File: src/hdl/tkhm_pkg.sv
// Shared types, widths and helpers for the touch key history matcher.
`timescale 1ns / 1ps
package tkhm_pkg;

	localparam int FAULT_W      = 3;
	localparam int STATUS_W     = 8;
	localparam int KEY_W        = 4;
	localparam int CODE_NIBBLES = 8;
	localparam int APB_DATA_W   = 32;
	localparam int APB_ADDR_W   = 3;

	typedef logic [KEY_W-1:0]      key_t;
	typedef logic [FAULT_W-1:0]    fault_t;
	typedef logic [STATUS_W-1:0]   status_t;
	typedef logic [APB_DATA_W-1:0] apb_data_t;
	typedef logic [APB_ADDR_W-1:0] apb_addr_t;

	// register index, taken from the word address bit of paddr
	typedef enum logic [0:0] {
		REG_SECRET_CODE = 1'b0
	} reg_idx_t;

	// slide gestures, newest entry first
	localparam key_t GEST_LEFT_UP    [4] = '{4'd1, 4'd2, 4'd3, 4'd4};
	localparam key_t GEST_LEFT_DOWN  [4] = '{4'd4, 4'd3, 4'd2, 4'd1};
	localparam key_t GEST_RIGHT_UP   [4] = '{4'd5, 4'd6, 4'd7, 4'd8};
	localparam key_t GEST_RIGHT_DOWN [4] = '{4'd8, 4'd7, 4'd6, 4'd5};

	// single set bit gives its pad number (1..8), several bits give 0
	function automatic key_t decode_status(input status_t status);
		key_t k;
		k = '0;
		for (int b = 0; b < STATUS_W; b++) begin
			if (status == status_t'(1 << b))
				k = key_t'(b + 1);
		end
		return k;
	endfunction

endpackage

File: src/hdl/tkhm_in_if.sv
// Touch event channel: valid/ready with fault and pad status payload.
`timescale 1ns / 1ps
interface tkhm_in_if;
	import tkhm_pkg::*;

	logic    valid;
	logic    ready;
	fault_t  fault_flags;
	status_t touch_status;

	modport source (output valid, output fault_flags, output touch_status, input ready);
	modport sink   (input valid, input fault_flags, input touch_status, output ready);
endinterface

File: src/hdl/tkhm_out_if.sv
// Result channel: valid/ready with key and gesture flags.
`timescale 1ns / 1ps
interface tkhm_out_if;
	import tkhm_pkg::*;

	logic valid;
	logic ready;
	logic key_pressed;
	key_t key_number;
	logic slide_left_up;
	logic slide_left_down;
	logic slide_right_up;
	logic slide_right_down;
	logic code_match;

	modport source (
		output valid, output key_pressed, output key_number,
		output slide_left_up, output slide_left_down,
		output slide_right_up, output slide_right_down,
		output code_match, input ready
	);
	modport sink (
		input valid, input key_pressed, input key_number,
		input slide_left_up, input slide_left_down,
		input slide_right_up, input slide_right_down,
		input code_match, output ready
	);
endinterface

File: src/hdl/tkhm_cell.sv
// One history cell: holds a key entry, shifts from its neighbour, checks its code nibble.
`timescale 1ns / 1ps
module tkhm_cell
	import tkhm_pkg::*;
(
	input  logic clk,
	input  logic arst_n,
	input  logic shift,
	input  key_t din,
	input  key_t nibble,
	output key_t entry,
	output key_t entry_nxt,
	output logic match
);

	key_t entry_q;

	assign entry_nxt = shift ? din : entry_q;
	assign entry     = entry_q;
	// zero nibble is a wildcard
	assign match     = (nibble == '0) || (nibble == entry_nxt);

	always_ff @(posedge clk or negedge arst_n) begin
		if (!arst_n)
			entry_q <= '0;
		else
			entry_q <= entry_nxt;
	end

endmodule

File: src/hdl/touch_key_history_matcher.sv
// Top level: APB code register, row of history cells, registered result stage.
`timescale 1ns / 1ps
// Result valid rises in the cycle after an event transfer (result register).
// Throughput: one event per cycle; a new event is taken while the result
// register is empty or being drained in the same cycle.
// The history row shifts once per clean event with a non-zero pad status.
// Reset clears the history, last key, code register and result valid.
module touch_key_history_matcher
	import tkhm_pkg::*;
#(
	parameter int HISTORY_DEPTH = 8
) (
	input  logic        clk,
	input  logic        arst_n,
	tkhm_in_if.sink     evt,
	tkhm_out_if.source  res,
	input  logic        psel,
	input  logic        penable,
	input  logic        pwrite,
	input  apb_addr_t   paddr,
	input  apb_data_t   pwdata,
	output apb_data_t   prdata,
	output logic        pready
);

	apb_data_t code_q;
	key_t      last_key_q;
	logic      res_valid_q;
	logic      pressed_q;
	logic      lu_q, ld_q, ru_q, rd_q, match_q;

	logic      take;
	logic      push;
	key_t      key_dec;
	key_t      cell_din   [HISTORY_DEPTH];
	key_t      cell_entry [HISTORY_DEPTH];
	key_t      cell_nxt   [HISTORY_DEPTH];
	key_t      cell_nib   [HISTORY_DEPTH];
	logic [HISTORY_DEPTH-1:0] cell_match;
	logic      lu_d, ld_d, ru_d, rd_d;

	// configuration port
	assign pready = 1'b1;
	assign prdata = (paddr[2] == REG_SECRET_CODE) ? code_q : '0;

	always_ff @(posedge clk or negedge arst_n) begin
		if (!arst_n)
			code_q <= '0;
		else if (psel && penable && pwrite && (paddr[2] == REG_SECRET_CODE))
			code_q <= pwdata;
	end

	// event intake
	assign evt.ready = !res_valid_q || res.ready;
	assign take      = evt.valid && evt.ready;
	assign push      = take && (evt.fault_flags == '0) && (evt.touch_status != '0);
	assign key_dec   = decode_status(evt.touch_status);

	// history row, cell 0 newest
	for (genvar i = 0; i < HISTORY_DEPTH; i++) begin : g_cell
		if (i == 0) begin : g_head
			assign cell_din[i] = key_dec;
		end else begin : g_body
			assign cell_din[i] = cell_entry[i-1];
		end
		if (i < CODE_NIBBLES) begin : g_nib
			assign cell_nib[i] = code_q[KEY_W*i +: KEY_W];
		end else begin : g_nonib
			assign cell_nib[i] = '0;
		end
		tkhm_cell u_cell (
			.clk       (clk),
			.arst_n    (arst_n),
			.shift     (push),
			.din       (cell_din[i]),
			.nibble    (cell_nib[i]),
			.entry     (cell_entry[i]),
			.entry_nxt (cell_nxt[i]),
			.match     (cell_match[i])
		);
	end

	always_comb begin
		lu_d = 1'b1;
		ld_d = 1'b1;
		ru_d = 1'b1;
		rd_d = 1'b1;
		for (int g = 0; g < 4; g++) begin
			lu_d &= (cell_nxt[g] == GEST_LEFT_UP[g]);
			ld_d &= (cell_nxt[g] == GEST_LEFT_DOWN[g]);
			ru_d &= (cell_nxt[g] == GEST_RIGHT_UP[g]);
			rd_d &= (cell_nxt[g] == GEST_RIGHT_DOWN[g]);
		end
	end

	always_ff @(posedge clk or negedge arst_n) begin
		if (!arst_n)
			last_key_q <= '0;
		else if (push)
			last_key_q <= key_dec;
	end

	// result register
	always_ff @(posedge clk or negedge arst_n) begin
		if (!arst_n)
			res_valid_q <= 1'b0;
		else if (take)
			res_valid_q <= 1'b1;
		else if (res.ready)
			res_valid_q <= 1'b0;
	end

	always_ff @(posedge clk) begin
		if (take) begin
			pressed_q <= push;
			lu_q      <= lu_d;
			ld_q      <= ld_d;
			ru_q      <= ru_d;
			rd_q      <= rd_d;
			match_q   <= &cell_match;
		end
	end

	assign res.valid            = res_valid_q;
	assign res.key_pressed      = pressed_q;
	assign res.key_number       = last_key_q;
	assign res.slide_left_up    = lu_q;
	assign res.slide_left_down  = ld_q;
	assign res.slide_right_up   = ru_q;
	assign res.slide_right_down = rd_q;
	assign res.code_match       = match_q;

	a_fault_no_press: assert property (@(posedge clk) disable iff (!arst_n)
		take && (evt.fault_flags != '0) |=> res.valid && !res.key_pressed)
		else $error("faulty event reported as pressed");

	a_push_head: assert property (@(posedge clk) disable iff (!arst_n)
		push |=> (cell_entry[0] == last_key_q) && res.key_pressed)
		else $error("newest history entry differs from last key");

	a_hold_history: assert property (@(posedge clk) disable iff (!arst_n)
		!push |=> $stable(last_key_q) && (cell_entry[0] == $past(cell_entry[0])))
		else $error("history moved without a clean touch");

	a_slide_excl: assert property (@(posedge clk) disable iff (!arst_n)
		res.valid |-> $onehot0({lu_q, ld_q, ru_q, rd_q}))
		else $error("several slide gestures at once");

	a_key_range: assert property (@(posedge clk) disable iff (!arst_n)
		last_key_q <= key_t'(STATUS_W))
		else $error("last key out of range");

endmodule

File: src/flat_wrapper.sv
// flat-port wrapper written by rule: the top's interface ports become plain ports
module touch_key_history_matcher_flat import tkhm_pkg::*;
#(
	parameter int HISTORY_DEPTH = 8
)
  (clk, arst_n, psel, penable, pwrite, paddr, pwdata, prdata, pready, evt_valid, evt_fault_flags, evt_touch_status, evt_ready, res_valid, res_key_pressed, res_key_number, res_slide_left_up, res_slide_left_down, res_slide_right_up, res_slide_right_down, res_code_match, res_ready);
  tkhm_in_if evt_i ();
  tkhm_out_if res_i ();
  input  logic clk;
  input  logic arst_n;
  input  logic psel;
  input  logic penable;
  input  logic pwrite;
  input  apb_addr_t paddr;
  input  apb_data_t pwdata;
  output apb_data_t prdata;
  output logic pready;
  input wire logic [$bits(evt_i.valid)-1:0] evt_valid;
  input wire logic [$bits(evt_i.fault_flags)-1:0] evt_fault_flags;
  input wire logic [$bits(evt_i.touch_status)-1:0] evt_touch_status;
  output wire logic [$bits(evt_i.ready)-1:0] evt_ready;
  output wire logic [$bits(res_i.valid)-1:0] res_valid;
  output wire logic [$bits(res_i.key_pressed)-1:0] res_key_pressed;
  output wire logic [$bits(res_i.key_number)-1:0] res_key_number;
  output wire logic [$bits(res_i.slide_left_up)-1:0] res_slide_left_up;
  output wire logic [$bits(res_i.slide_left_down)-1:0] res_slide_left_down;
  output wire logic [$bits(res_i.slide_right_up)-1:0] res_slide_right_up;
  output wire logic [$bits(res_i.slide_right_down)-1:0] res_slide_right_down;
  output wire logic [$bits(res_i.code_match)-1:0] res_code_match;
  input wire logic [$bits(res_i.ready)-1:0] res_ready;
  assign evt_i.valid = evt_valid;
  assign evt_i.fault_flags = evt_fault_flags;
  assign evt_i.touch_status = evt_touch_status;
  assign evt_ready = evt_i.ready;
  assign res_valid = res_i.valid;
  assign res_key_pressed = res_i.key_pressed;
  assign res_key_number = res_i.key_number;
  assign res_slide_left_up = res_i.slide_left_up;
  assign res_slide_left_down = res_i.slide_left_down;
  assign res_slide_right_up = res_i.slide_right_up;
  assign res_slide_right_down = res_i.slide_right_down;
  assign res_code_match = res_i.code_match;
  assign res_i.ready = res_ready;
  touch_key_history_matcher #(.HISTORY_DEPTH(HISTORY_DEPTH)) u_core (.clk(clk), .arst_n(arst_n), .evt(evt_i), .res(res_i), .psel(psel), .penable(penable), .pwrite(pwrite), .paddr(paddr), .pwdata(pwdata), .prdata(prdata), .pready(pready));
endmodule
File: config.mk
export PLATFORM = sky130hd
export DESIGN_NAME = touch_key_history_matcher_flat
export DESIGN_NICKNAME = d
export VERILOG_FILES = /design/src/hdl/tkhm_pkg.sv /design/src/hdl/tkhm_in_if.sv /design/src/hdl/tkhm_out_if.sv /design/src/hdl/tkhm_cell.sv /design/src/hdl/touch_key_history_matcher.sv /design/src/flat_wrapper.sv
export SDC_FILE = /design/constraint.sdc
export NUM_CORES = 1
export LEC_CHECK = 0
export ABC_AREA = 1
export BUFFER_PORTS_ARGS = -buffer_cell sky130_fd_sc_hd__buf_2
export CORE_MARGIN = 2
export CORE_UTILIZATION = 49
export CTS_CLUSTER_DIAMETER = 100
export DETAILED_ROUTE_END_ITERATION = 12
export PLACE_DENSITY = 0.73
export SYNTH_ARGS = -nofsm -noshare
export SYNTH_HDL_FRONTEND = slang
export SYNTH_SLANG_ARGS = --single-unit
File: constraint.sdc
create_clock -name clk -period 1.8 [get_ports clk]
set_input_delay 0.09 -clock clk [delete_from_list [all_inputs] [get_ports clk]]
set_output_delay 0.09 -clock clk [all_outputs]
set_load 0.01 [all_outputs]
======== Word level (Yosys, flattened, before mapping) ========
Cells that the tools add are included.
operators by class
  eq/ne operators ......................... 32
  muxes and demuxes ....................... 19
  bitwise logic cells ..................... 13
  reduce and logical (&&, ||, !) cells .... 28
operator list
  cell                  number
  $mux W4               15
  $eq A4 B3 Y1 const B  8
  $eq A4 B4 Y1          8
  $logic_not A4 Y1      8
  $mux W32              1
  $eq A4 B2 Y1 const B  4
  $and A1 B1 Y1         12
  $logic_or A1 B1 Y1    9
  $eq A4 B1 Y1 const B  2
  $eq A4 B4 Y1 const B  2
  $eq A8 B1 Y1 const B  1
  $eq A8 B2 Y1 const B  1
  $eq A8 B3 Y1 const B  1
  $eq A8 B4 Y1 const B  1
  $eq A8 B5 Y1 const B  1
  $eq A8 B6 Y1 const B  1
  $eq A8 B7 Y1 const B  1
  $eq A8 B8 Y1 const B  1
  $reduce_and A8 Y1     1
  $reduce_bool A8 Y1    1
  $logic_and A1 B1 Y1   6
  $logic_not A3 Y1      1
  $mux W1               3
  $reduce_bool A2 Y1    1
  other kinds (2)       2
word-level totals
  register bits after elaboration ......... 75
  bits of input ports ..................... 53
  output and inout port bits .............. 45

======== Depth between registers and ports, before layout ========
Gate-level depths: netlist of run 1.
  word-level depth ........................ 14
  depth in mapped cells ................... 18
  gate-level depth less buffers ........... 17

======== Modules after synthesis ========
Synthesis of run 1 repeated with hierarchy kept, for this count alone.
unflattened totals
  cells, all modules ...................... 631
  area, all modules ....................... 4,389.2 um^2
modules (own cells, without submodules)
  module                     instances  cells each  area each (um^2)
  touch_key_history_matcher  1          287         2,207.1
  tkhm_cell                  8          43          272.8

======== Worst setup path before layout of run 1 ========
No wires, ideal clock.
  path type ............................... register to register
  start ................................... reg u_core.res_valid_q (netlist: u_core.res.valid)
  end ..................................... reg u_core.match_q (netlist: u_core.res.code_match), data pin
  setup time .............................. 0.251 ns
  arrival time ............................ 1.605 ns
  path slack .............................. -0.056 ns
  stages on the path, launching flop included .. 15
  path buffers ............................ 0
  path through ............................ dfrtp_1 nand2_2 nand2_2 nor2_8 nand2_8 o21ai_0 inv_1 nand2_1 nand2_1 nand2_1 inv_1 nand2_1 nand2_1 nand3_1 nor2_1
RTL lines
  item                    RTL line                          text
  from (decl)             touch_key_history_matcher.sv:28   logic res_valid_q;
  from (signal assigned)  touch_key_history_matcher.sv:106  res_valid_q <= 1'b0;
  from (signal assigned)  touch_key_history_matcher.sv:108  res_valid_q <= 1'b1;
  from (signal assigned)  touch_key_history_matcher.sv:110  res_valid_q <= 1'b0;
  to (signal assigned)    touch_key_history_matcher.sv:120  match_q <= &cell_match;
  to (decl)               touch_key_history_matcher.sv:30   logic lu_q, ld_q, ru_q, rd_q, match_q;

======== Worst setup path in the final report of run 1 ========
  start ................................... reg u_core.res_valid_q (netlist: u_core.res.valid)
  end ..................................... reg u_core.ld_q (netlist: u_core.res.slide_left_down), data pin
between the ends
  cells in the longest elaborated chain, start to end .. 10
  elaborated cells on any way between the ends .. 16
RTL lines
  item                                          RTL line                          text
  $logic_not A1 Y1 (*)                          touch_key_history_matcher.sv:54   assign evt.ready = !res_valid_q || res.ready;
  $logic_or A1 B1 Y1 (*)                        touch_key_history_matcher.sv:54
  $logic_and A1 B1 Y1 (*)                       touch_key_history_matcher.sv:55   assign take = evt.valid && evt.ready;
  $logic_and A1 B1 Y1 (*) (2 in a row)          touch_key_history_matcher.sv:56   assign push = take && (evt.fault_flags == '0) && (evt.touch_status != '0);
  $mux W4                                       tkhm_cell.sv:18                   assign entry_nxt = shift ? din : entry_q;
  $eq A4 B3 Y1 or $eq A4 B2 Y1 (tied branches)  touch_key_history_matcher.sv:90   ld_d &= (cell_nxt[g] == GEST_LEFT_DOWN[g]);
  $and A1 B1 Y1 (2 in a row)                    touch_key_history_matcher.sv:90
  $and A1 B1 Y1 (*)                             touch_key_history_matcher.sv:90
  named net u_core.ld_d                         touch_key_history_matcher.sv:40   logic lu_d, ld_d, ru_d, rd_d;
  to (signal assigned)                          touch_key_history_matcher.sv:117  ld_q <= ld_d;
  to (decl)                                     touch_key_history_matcher.sv:30
Mark *: on every way through the listed nets, which the timed path passes. The rest lies on a longest branch.
A chain may end at the register's enable or synchronous reset.

==> metrics.csv, run 1 <==
stage;metric;value;unit
outcome;status;complete, but fails checks;
outcome;failing checks;hold timing, setup timing;
cells_and_area;register area;1910;µm²
clocking;htree depth;3;
sta;Max Fclk;493;MHz
sta;Final WS setup;-0.228;ns
worst_setup_path;CP most frequent cell;nor2_1;
yosys;Ys Warns;0;
route;Residual DRC;0;
worst_setup_path;cell depth of the worst flop-to-flop path;11;
clocking;clk root buf;clkbuf_8;
cells_and_area;utilization after layout;0.711;
yosys;Synth async-reset ratio;0.920;
worst_setup_path;Max FO, Critical Path;7;
power_and_ir_drop;clock power share;0.269;
yosys;syn_area_per_cell;7.20;µm²
die;core area;8300;µm²
die;die footprint;9440;µm²
worst_setup_path;worst path required time;2.02;ns
global_routing;vias in the first global route;4162;
worst_setup_path;CP Cell Sequence;nand2_2 > nand2_4 > nor2_8 > nand2_8 > buf_12 > buf_6 > nand2_1 > nand4_1 > nor2_1 > nand3b_1 > nor2_1;
hold_path;Worst Hold Launch;pwdata[5];
die;IO Pins;98;
power_and_ir_drop;switching power;1.81;mW
die;die height;97.2;µm
hold_path;Min-Delay Path Class;input pin to register;
yosys;Yosys top cell by area;dfrtp_1;
cells_and_area;leading cell type in the layout, fill and taps excluded;nand2_1;
global_routing;GRT overflow;0;
global_routing;first-pass GRT wire length;18700;µm
worst_setup_path;Reg2Reg Launch Point;u_core.res.valid$_DFFE_PN0P_;
worst_setup_path;CP Capture Type;register;
sta;endpoints failing setup;5;
sta;endpoints failing hold;2;
route;Post-Route WL;11400;µm
placement;DP HPWL;7750;µm
clocking;worst-skew pair later-pin latency;0.35;ns
power_and_ir_drop;Flop pwr share;0.418;
worst_setup_path;CP endpoint;u_core.res.slide_left_down$_DFFE_PP_;
worst_setup_path;R2R setup slack;-0.23;ns
sta;Final Critical Period;2.03;ns
clocking;CTS buffer count;9;
clocking;deepest clock path buffer count;2;
yosys;Post-synth EDFFs;6;
worst_setup_path;WP data arrival;2.24;ns
power_and_ir_drop;Comb pwr share;0.313;
cells_and_area;leading cell types in the layout, fill and taps excluded;142 x nand2_1, 94 x nor2_1, 94 x buf_2;
sta;Final Max Slew Viols;0;
placement;Post-DP Area;5100;µm²
yosys;synth unique cells;31;
yosys;Yosys top cell area share;0.406;
cells_and_area;Fill cells;652;
clocking;Clock Sinks;75;
worst_setup_path;CP Launch Type;register;
die;Initial Utilization;0.512;
power_and_ir_drop;cell-internal power;3.44;mW
cells_and_area;area of the multi-input gates;2150;µm²
power_and_ir_drop;Max VDD drop;0.499;mV
cells_and_area;final instance area;5900;µm²
power_and_ir_drop;Pleak;3.29;nW
die;Die Wd;97.2;µm
clocking;clk slew on worst S/H paths;0.08;ns
yosys;synthesis-stage register bit count;75;
worst_setup_path;R2R Path End;u_core.res.slide_left_down$_DFFE_PP_;
yosys;top post-synthesis cells by area;dfrtp_1 41%, nand2_1 15%, nor2_1 8.5%;
clocking;CTS tree;built;
sta;TNS Setup;-0.837;ns
global_routing;initial antenna violation count;0;
route;vias per cell;5.07;
sta;worst clock skew;0.00982;ns
route;Routed WL per cell;13.2;µm
cells_and_area;Antenna diodes;0;
route;initial drt markers;317;
yosys;Netlist Area Pre-Place;4250;µm²
cells_and_area;share of layout cells above drive strength 1;0.319;
yosys;Synth Instances;591;
power_and_ir_drop;Power Density;889;nW/µm²
sta;Final Cycle Share;1.13;
worst_setup_path;WS Path Type;register to register;
yosys;syn nets;644;
placement;number of I/O port buffers;94;
job;Max Cap Viol;0;
route;DR pass1 iterations;7;
global_routing;total track usage;0.237;
yosys;leading register cell type out of synthesis;dfrtp_1;
power_and_ir_drop;Net Sw Frac;0.345;
route;via count;4376;
cells_and_area;nets;806;
worst_setup_path;CP peak stage delay;0.39;ns
route;ANT nets after route;0;
worst_setup_path;Worst Setup SP;u_core.res.valid$_DFFE_PN0P_;
sta;RSZ-0062 raised after global routing;true;
yosys;sequential element share of the synthesized area;0.448;
sta;worst-margin pin slew;0.587;ns
sta;slew margin rel.;0.609;
sta;hold slack;-0.00647;ns
die;num rows;33;
placement;RePlAce Congestion;0.955;
global_routing;largest net degree at the start of global routing;65;
cells_and_area;Synth-to-Final Area Change;38.8;%
worst_setup_path;Critical Path Slowest Stage Cell;dfrtp_1;
==> cell type report <==
type / count / area share
Inverter: 76 / 0.0504
Tap cell: 105 / 0.0223
Sequential cell: 75 / 0.323
Timing Repair Buffer: 169 / 0.204
Clock inverter: 5 / 0.0131
Multi-Input combinational cell: 422 / 0.365
Clock buffer: 11 / 0.0223
==> repair_timing <==
item | 4_1_cts | 5_1_grt
pin swaps | 17 | 18
gates resized for setup | 34 | 32
setup endpoints to repair | 5 | 5
setup buffers | 5 | 5
gates cloned | 1 | 1
hold buffers | 24 | 0
endpoints found under the hold margin | 46 | 0
==> cells in the mapped netlist (2+ instances only) <==
master	instances
nand2_1	166
nor2_1	96
dfrtp_1	69
inv_1	67
nand3_1	63
a21oi_1	32
nand2_2	29
nand4_1	13
clkbuf_1	10
edfxtp_1	6
inv_2	6
nand3b_1	4
nor2_2	4
buf_4	3
nor3_1	3
buf_2	2
buf_6	2
nand2_8	2
o21ai_2	2
==> critical path, delay by kind of cell (launching register included) <==
family	cells	cell delay (ns)
DFF	1	0.39
buffers and inverters	2	0.29
and+or+nand+nor	9	1.21
==> how the worst min path moves through the flow <==
stage / slack [ns] / to / cells past startpoint
5_1_grt: 0.02 / u_core.code_q[13]$_DFFE_PN0P_ / 3
3_5_place_dp: 0.11 / u_core.code_q[4]$_DFFE_PN0P_ / 1
4_1_cts: 0.0002 / u_core.code_q[17]$_DFFE_PN0P_ / 3
3_3_place_gp: 0.11 / u_core.code_q[4]$_DFFE_PN0P_ / 1
2_1_floorplan: -0.21 / u_core.code_q[0]$_DFFE_PN0P_ / 0
6_report: -0.006 / u_core.code_q[5]$_DFFE_PN0P_ / 3
==> power by group through the flow <==
stage	combinational, mW	sequential [mW]	clock [mW]
floorplan	0.969	2.16	0
global placement	1.40	2.20	0
detailed placement	1.44	2.20	0
CTS	1.57	2.18	1.41
global route	1.85	2.22	1.49
finish	1.64	2.19	1.41
==> stage by stage <==
stage,power (mW),cells,worst slack [ns]
global placement,3.60,811,-0.152
floorplan,3.13,591,-0.0430
detailed placement,3.64,811,-0.157
CTS,5.16,857,-0.113
global route,5.56,863,-0.322
finish,5.25,863,-0.228
==> metal layers <==
metal	track usage	part of all wire	vias to the layer above
met2	0.412	0.49	151
met3	0.0309	0.053	24
met1	0.306	0.44	2039
met5	0	0	-
met4	0.0813	0.022	0
li1	-	-	2162
==> flip-flops by register name, summed over array words and instances (netlist names) <==
name	cells
u_core.res.slide_left_down	1
u_core.res.key_number	4
u_core.res.slide_right_down	1
u_core.g_cell.u_cell.entry	32
u_core.res.code_match	1
u_core.res.valid	1
u_core.res.slide_left_up	1
u_core.res.slide_right_up	1
u_core.code_q	32
u_core.res.key_pressed	1
==> logic make-up (layout without fill, tap and decap cells) <==
kind of cell,after synthesis,in the layout,share of synthesized area
flops,75,75,0.448
buf+inv,95,261,0.0989
xor+xnor,1,1,0.00206
other cells,1,1,0.000882
simple gates,384,385,0.407
compound gates,35,35,0.0430
Power figures use the tool's default switching activity.
==> run 2: changes to the inputs <==
==> constraint.sdc (replaced) <==
create_clock -name clk -period 1.8 [get_ports clk]
set_input_delay 0 -clock clk [delete_from_list [all_inputs] [get_ports clk]]
set_output_delay 0 -clock clk [all_outputs]
set_load 0.01 [all_outputs]
==> run 2 against run 1 <==
  * The flow finishes with violations (setup timing)
  * Global-route usage up 0.77 points
  * Critical path depth rose by 7
  * Die area did not move
  * Non-clock buffer count rose by 14
  * Cell count grew 1.6%
  * Design area up 1.0%
  * Clock skew is 0.0035 ns lower
  * Core utilization rose by 0.71 points
  * Clock power down 3%
  * Critical path type unchanged
  * Largest cell class unchanged
  * Largest power group unchanged
==> metrics.csv, run 2 (same netlist as run 1, synthesis figures left out) <==
stage;metric;value;unit;change
global_routing;first-pass GRT wire length;19100;µm;was 18700 µm
clocking;worst-skew pair later-pin latency;0.35;ns;about the same
worst_setup_path;CP Capture Type;register;;unchanged
route;initial drt markers;272;;was 317
die;die height;97.2;µm;unchanged
route;vias per cell;4.98;;was 5.07
global_routing;initial antenna violation count;0;;unchanged
cells_and_area;leading cell types in the layout, fill and taps excluded;149 x nand2_1, 94 x buf_2, 93 x nor2_1;;was 142 x nand2_1, 94 x nor2_1, 94 x buf_2
sta;worst clock skew;0.00634;ns;was 0.00982 ns
placement;post-placement cell count;811;;unchanged
sta;endpoints failing setup;5;;unchanged
global_routing;largest net degree at the start of global routing;65;;unchanged
route;DR pass1 iterations;5;;was 7
cells_and_area;leading cell type in the layout, fill and taps excluded;nand2_1;;unchanged
sta;slew margin rel.;0.614;;was 0.609
hold_path;Min-Delay Path Class;input pin to register;;unchanged
sta;Final Max Slew Viols;0;;unchanged
route;Residual DRC;0;;unchanged
global_routing;vias in the first global route;4118;;was 4162
worst_setup_path;Top delay family on crit path;simple AND/OR/NAND/NOR gates;;unchanged
sta;Final WS setup;-0.205;ns;was -0.228 ns
power_and_ir_drop;Power Density;876;nW/µm²;was 889 nW/µm²
clocking;clk slew on worst S/H paths;0.08;ns;about the same
route;ANT nets after route;0;;unchanged
sta;worst-margin pin slew;0.579;ns;was 0.587 ns
clocking;deepest clock path buffer count;2;;unchanged
sta;TNS Setup;-0.957;ns;was -0.837 ns
worst_setup_path;Max FO, Critical Path;6;;was 7
cells_and_area;Synth-to-Final Area Change;40.2;%;was 38.8%
cells_and_area;Fill cells;666;;was 652
route;via count;4365;;was 4376
cells_and_area;area of the multi-input gates;2110;µm²;was 2150 µm²
cells_and_area;share of layout cells above drive strength 1;0.315;;was 0.319
die;num rows;33;;unchanged
worst_setup_path;CP Cell Sequence;nand2_2 > nand2_4 > nor2_8 > nand2_8 > buf_4 > buf_4 > nand2_2 > nand2_1 > nand2_1 > nand2_1 > nand2_1 > inv_1 > nand2_1 > nand2_1 > nand2_1 > inv_1 > nand2_1 > nor2_1;;was nand2_2 > nand2_4 > nor2_8 > nand2_8 > buf_12 > buf_6 > nand2_1 > nand4_1 > nor2_1 > nand3b_1 > nor2_1
worst_setup_path;WP data arrival;2.12;ns;was 2.24 ns
placement;RePlAce Congestion;0.888;;was 0.955
route;routed length on met3;620;µm;was 611 µm
die;Initial Utilization;0.512;;unchanged
placement;DP HPWL;7900;µm;was 7750 µm
worst_setup_path;CP most frequent cell;nand2_1;;was nor2_1
worst_setup_path;worst path bufs/invs;4;;was 2
route;met2 routed WL;5710;µm;was 5590 µm
cells_and_area;Final Non-Filler Cells;877;;was 863
cells_and_area;register area;1910;µm²;unchanged
clocking;CTS buffer count;9;;unchanged
clocking;CTS tree;built;;unchanged
outcome;failing checks;setup timing;;was hold timing, setup timing
worst_setup_path;worst path required time;1.91;ns;was 2.02 ns
sta;Final Critical Period;2.00;ns;was 2.03 ns
worst_setup_path;WS Path Type;register to register;;unchanged
die;core area;8300;µm²;unchanged
cells_and_area;utilization after layout;0.718;;was 0.711
global_routing;GRT overflow;0;;unchanged
placement;number of I/O port buffers;94;;unchanged
die;die footprint;9440;µm²;unchanged
cells_and_area;nets;820;;was 806
sta;Final Cycle Share;1.11;;was 1.13
route;highest metal used;met4;;unchanged
global_routing;total track usage;0.245;;was 0.237
outcome;status;complete, but fails checks;;unchanged
worst_setup_path;Critical Path Slowest Stage Cell;dfrtp_1;;unchanged
die;Die Wd;97.2;µm;unchanged
sta;Max Fclk;499;MHz;was 493 MHz
sta;endpoints failing hold;0;;was 2
route;Post-Route WL;11600;µm;was 11400 µm
route;length of routed wiring on met1;5100;µm;was 4970 µm
worst_setup_path;CP peak stage delay;0.40;ns;was 0.39 ns
worst_setup_path;CP Launch Type;register;;unchanged
clocking;Clock Sinks;75;;unchanged
power_and_ir_drop;Power, Total;5.22;mW;was 5.25 mW
sta;hold slack;0.109;ns;was -0.00647 ns
job;Max Cap Viol;0;;unchanged
die;IO Pins;98;;unchanged
clocking;clk root buf;clkbuf_8;;unchanged
sta;RSZ-0062 raised after global routing;true;;unchanged
route;Routed WL per cell;13.2;µm;about the same
clocking;htree depth;3;;unchanged
power_and_ir_drop;Max VDD drop;0.664;mV;was 0.499 mV
power_and_ir_drop;Pleak;3.33;nW;was 3.29 nW
cells_and_area;Antenna diodes;0;;unchanged
[run 2: cell types whose count changed in the layout (fill, tap and decap cells not counted), moves of 3 or more]
| cell | delta |
|---|---|
| dlygate4sd3_1 | +9 |
| nand2_1 | +7 |
| buf_4 | +6 |
| nand2_4 | -6 |
| clkbuf_8 | +3 |
[run 2: stage by stage]
stage          cell area [µm²]  setup WS [ns]
4_1_cts                   5730         -0.121
2_1_floorplan             4280        -0.0430
5_1_grt                   5960         -0.350
6_report                  5960         -0.205
3_3_place_gp              5090         -0.127
3_5_place_dp              5090         -0.163
[run 2: worst paths after layout]
kind	start	end	slack, ns	cells after the start
max	u_core.res.valid$_DFFE_PN0P_	u_core.res.code_match$_DFFE_PP_	-0.20	18
min	evt_touch_status[7]	u_core.g_cell[0].u_cell.entry[3]$_DFF_PN0_	0.11	5
max reg2reg	u_core.res.valid$_DFFE_PN0P_	u_core.res.code_match$_DFFE_PP_	-0.20	18
min reg2reg	u_core.res.key_number[3]$_DFFE_PN0P_	u_core.res.key_number[3]$_DFFE_PN0P_	0.48	2
max in group asynchronous	arst_n	u_core.g_cell[3].u_cell.entry[3]$_DFF_PN0_	1.09	3
min in group asynchronous	arst_n	u_core.code_q[7]$_DFFE_PN0P_	0.18	2
[run 2: what timing repair did]
| item | in CTS | in global routing |
|---|---|---|
| endpoints found under the setup margin | 5 | 5 |
| hold endpoints to repair | 51 | 0 |
| cloned | 1 | 0 |
| pin swaps | 6 | 20 |
| hold buffers | 33 | 0 |
| setup buffers | 3 | 15 |
| gates resized for setup | 15 | 37 |
[run 2: cell type report]
type | count | share of cell area
clock buffers | 12 | 0.0277
clock inverters | 4 | 0.00797
inverters | 76 | 0.0495
flip-flops and latches | 75 | 0.320
repair buffers | 183 | 0.218
well taps | 105 | 0.0220
multi-input cells | 422 | 0.355
[run 2: power by group]
part,internal [mW],leakage (nW),switching (mW)
clock network,0.749,0.108,0.621
registers,1.99,0.875,0.198
logic,0.693,2.35,0.973
total,3.43,3.33,1.79
[run 2: worst reg2reg max path, delay by kind of cell (launching register included)]
| family | cells | cell delay, ns |
|---|---|---|
| and+or+nand+nor | 14 | 0.99 |
| DFF | 1 | 0.40 |
| buffers and inverters | 4 | 0.36 |
[run 2: per-layer routing]
metal	track usage	up-vias
li1	-	2191
met1	0.318	2010
met2	0.417	147
met3	0.0540	17
met4	0.0661	0
met5	0	-
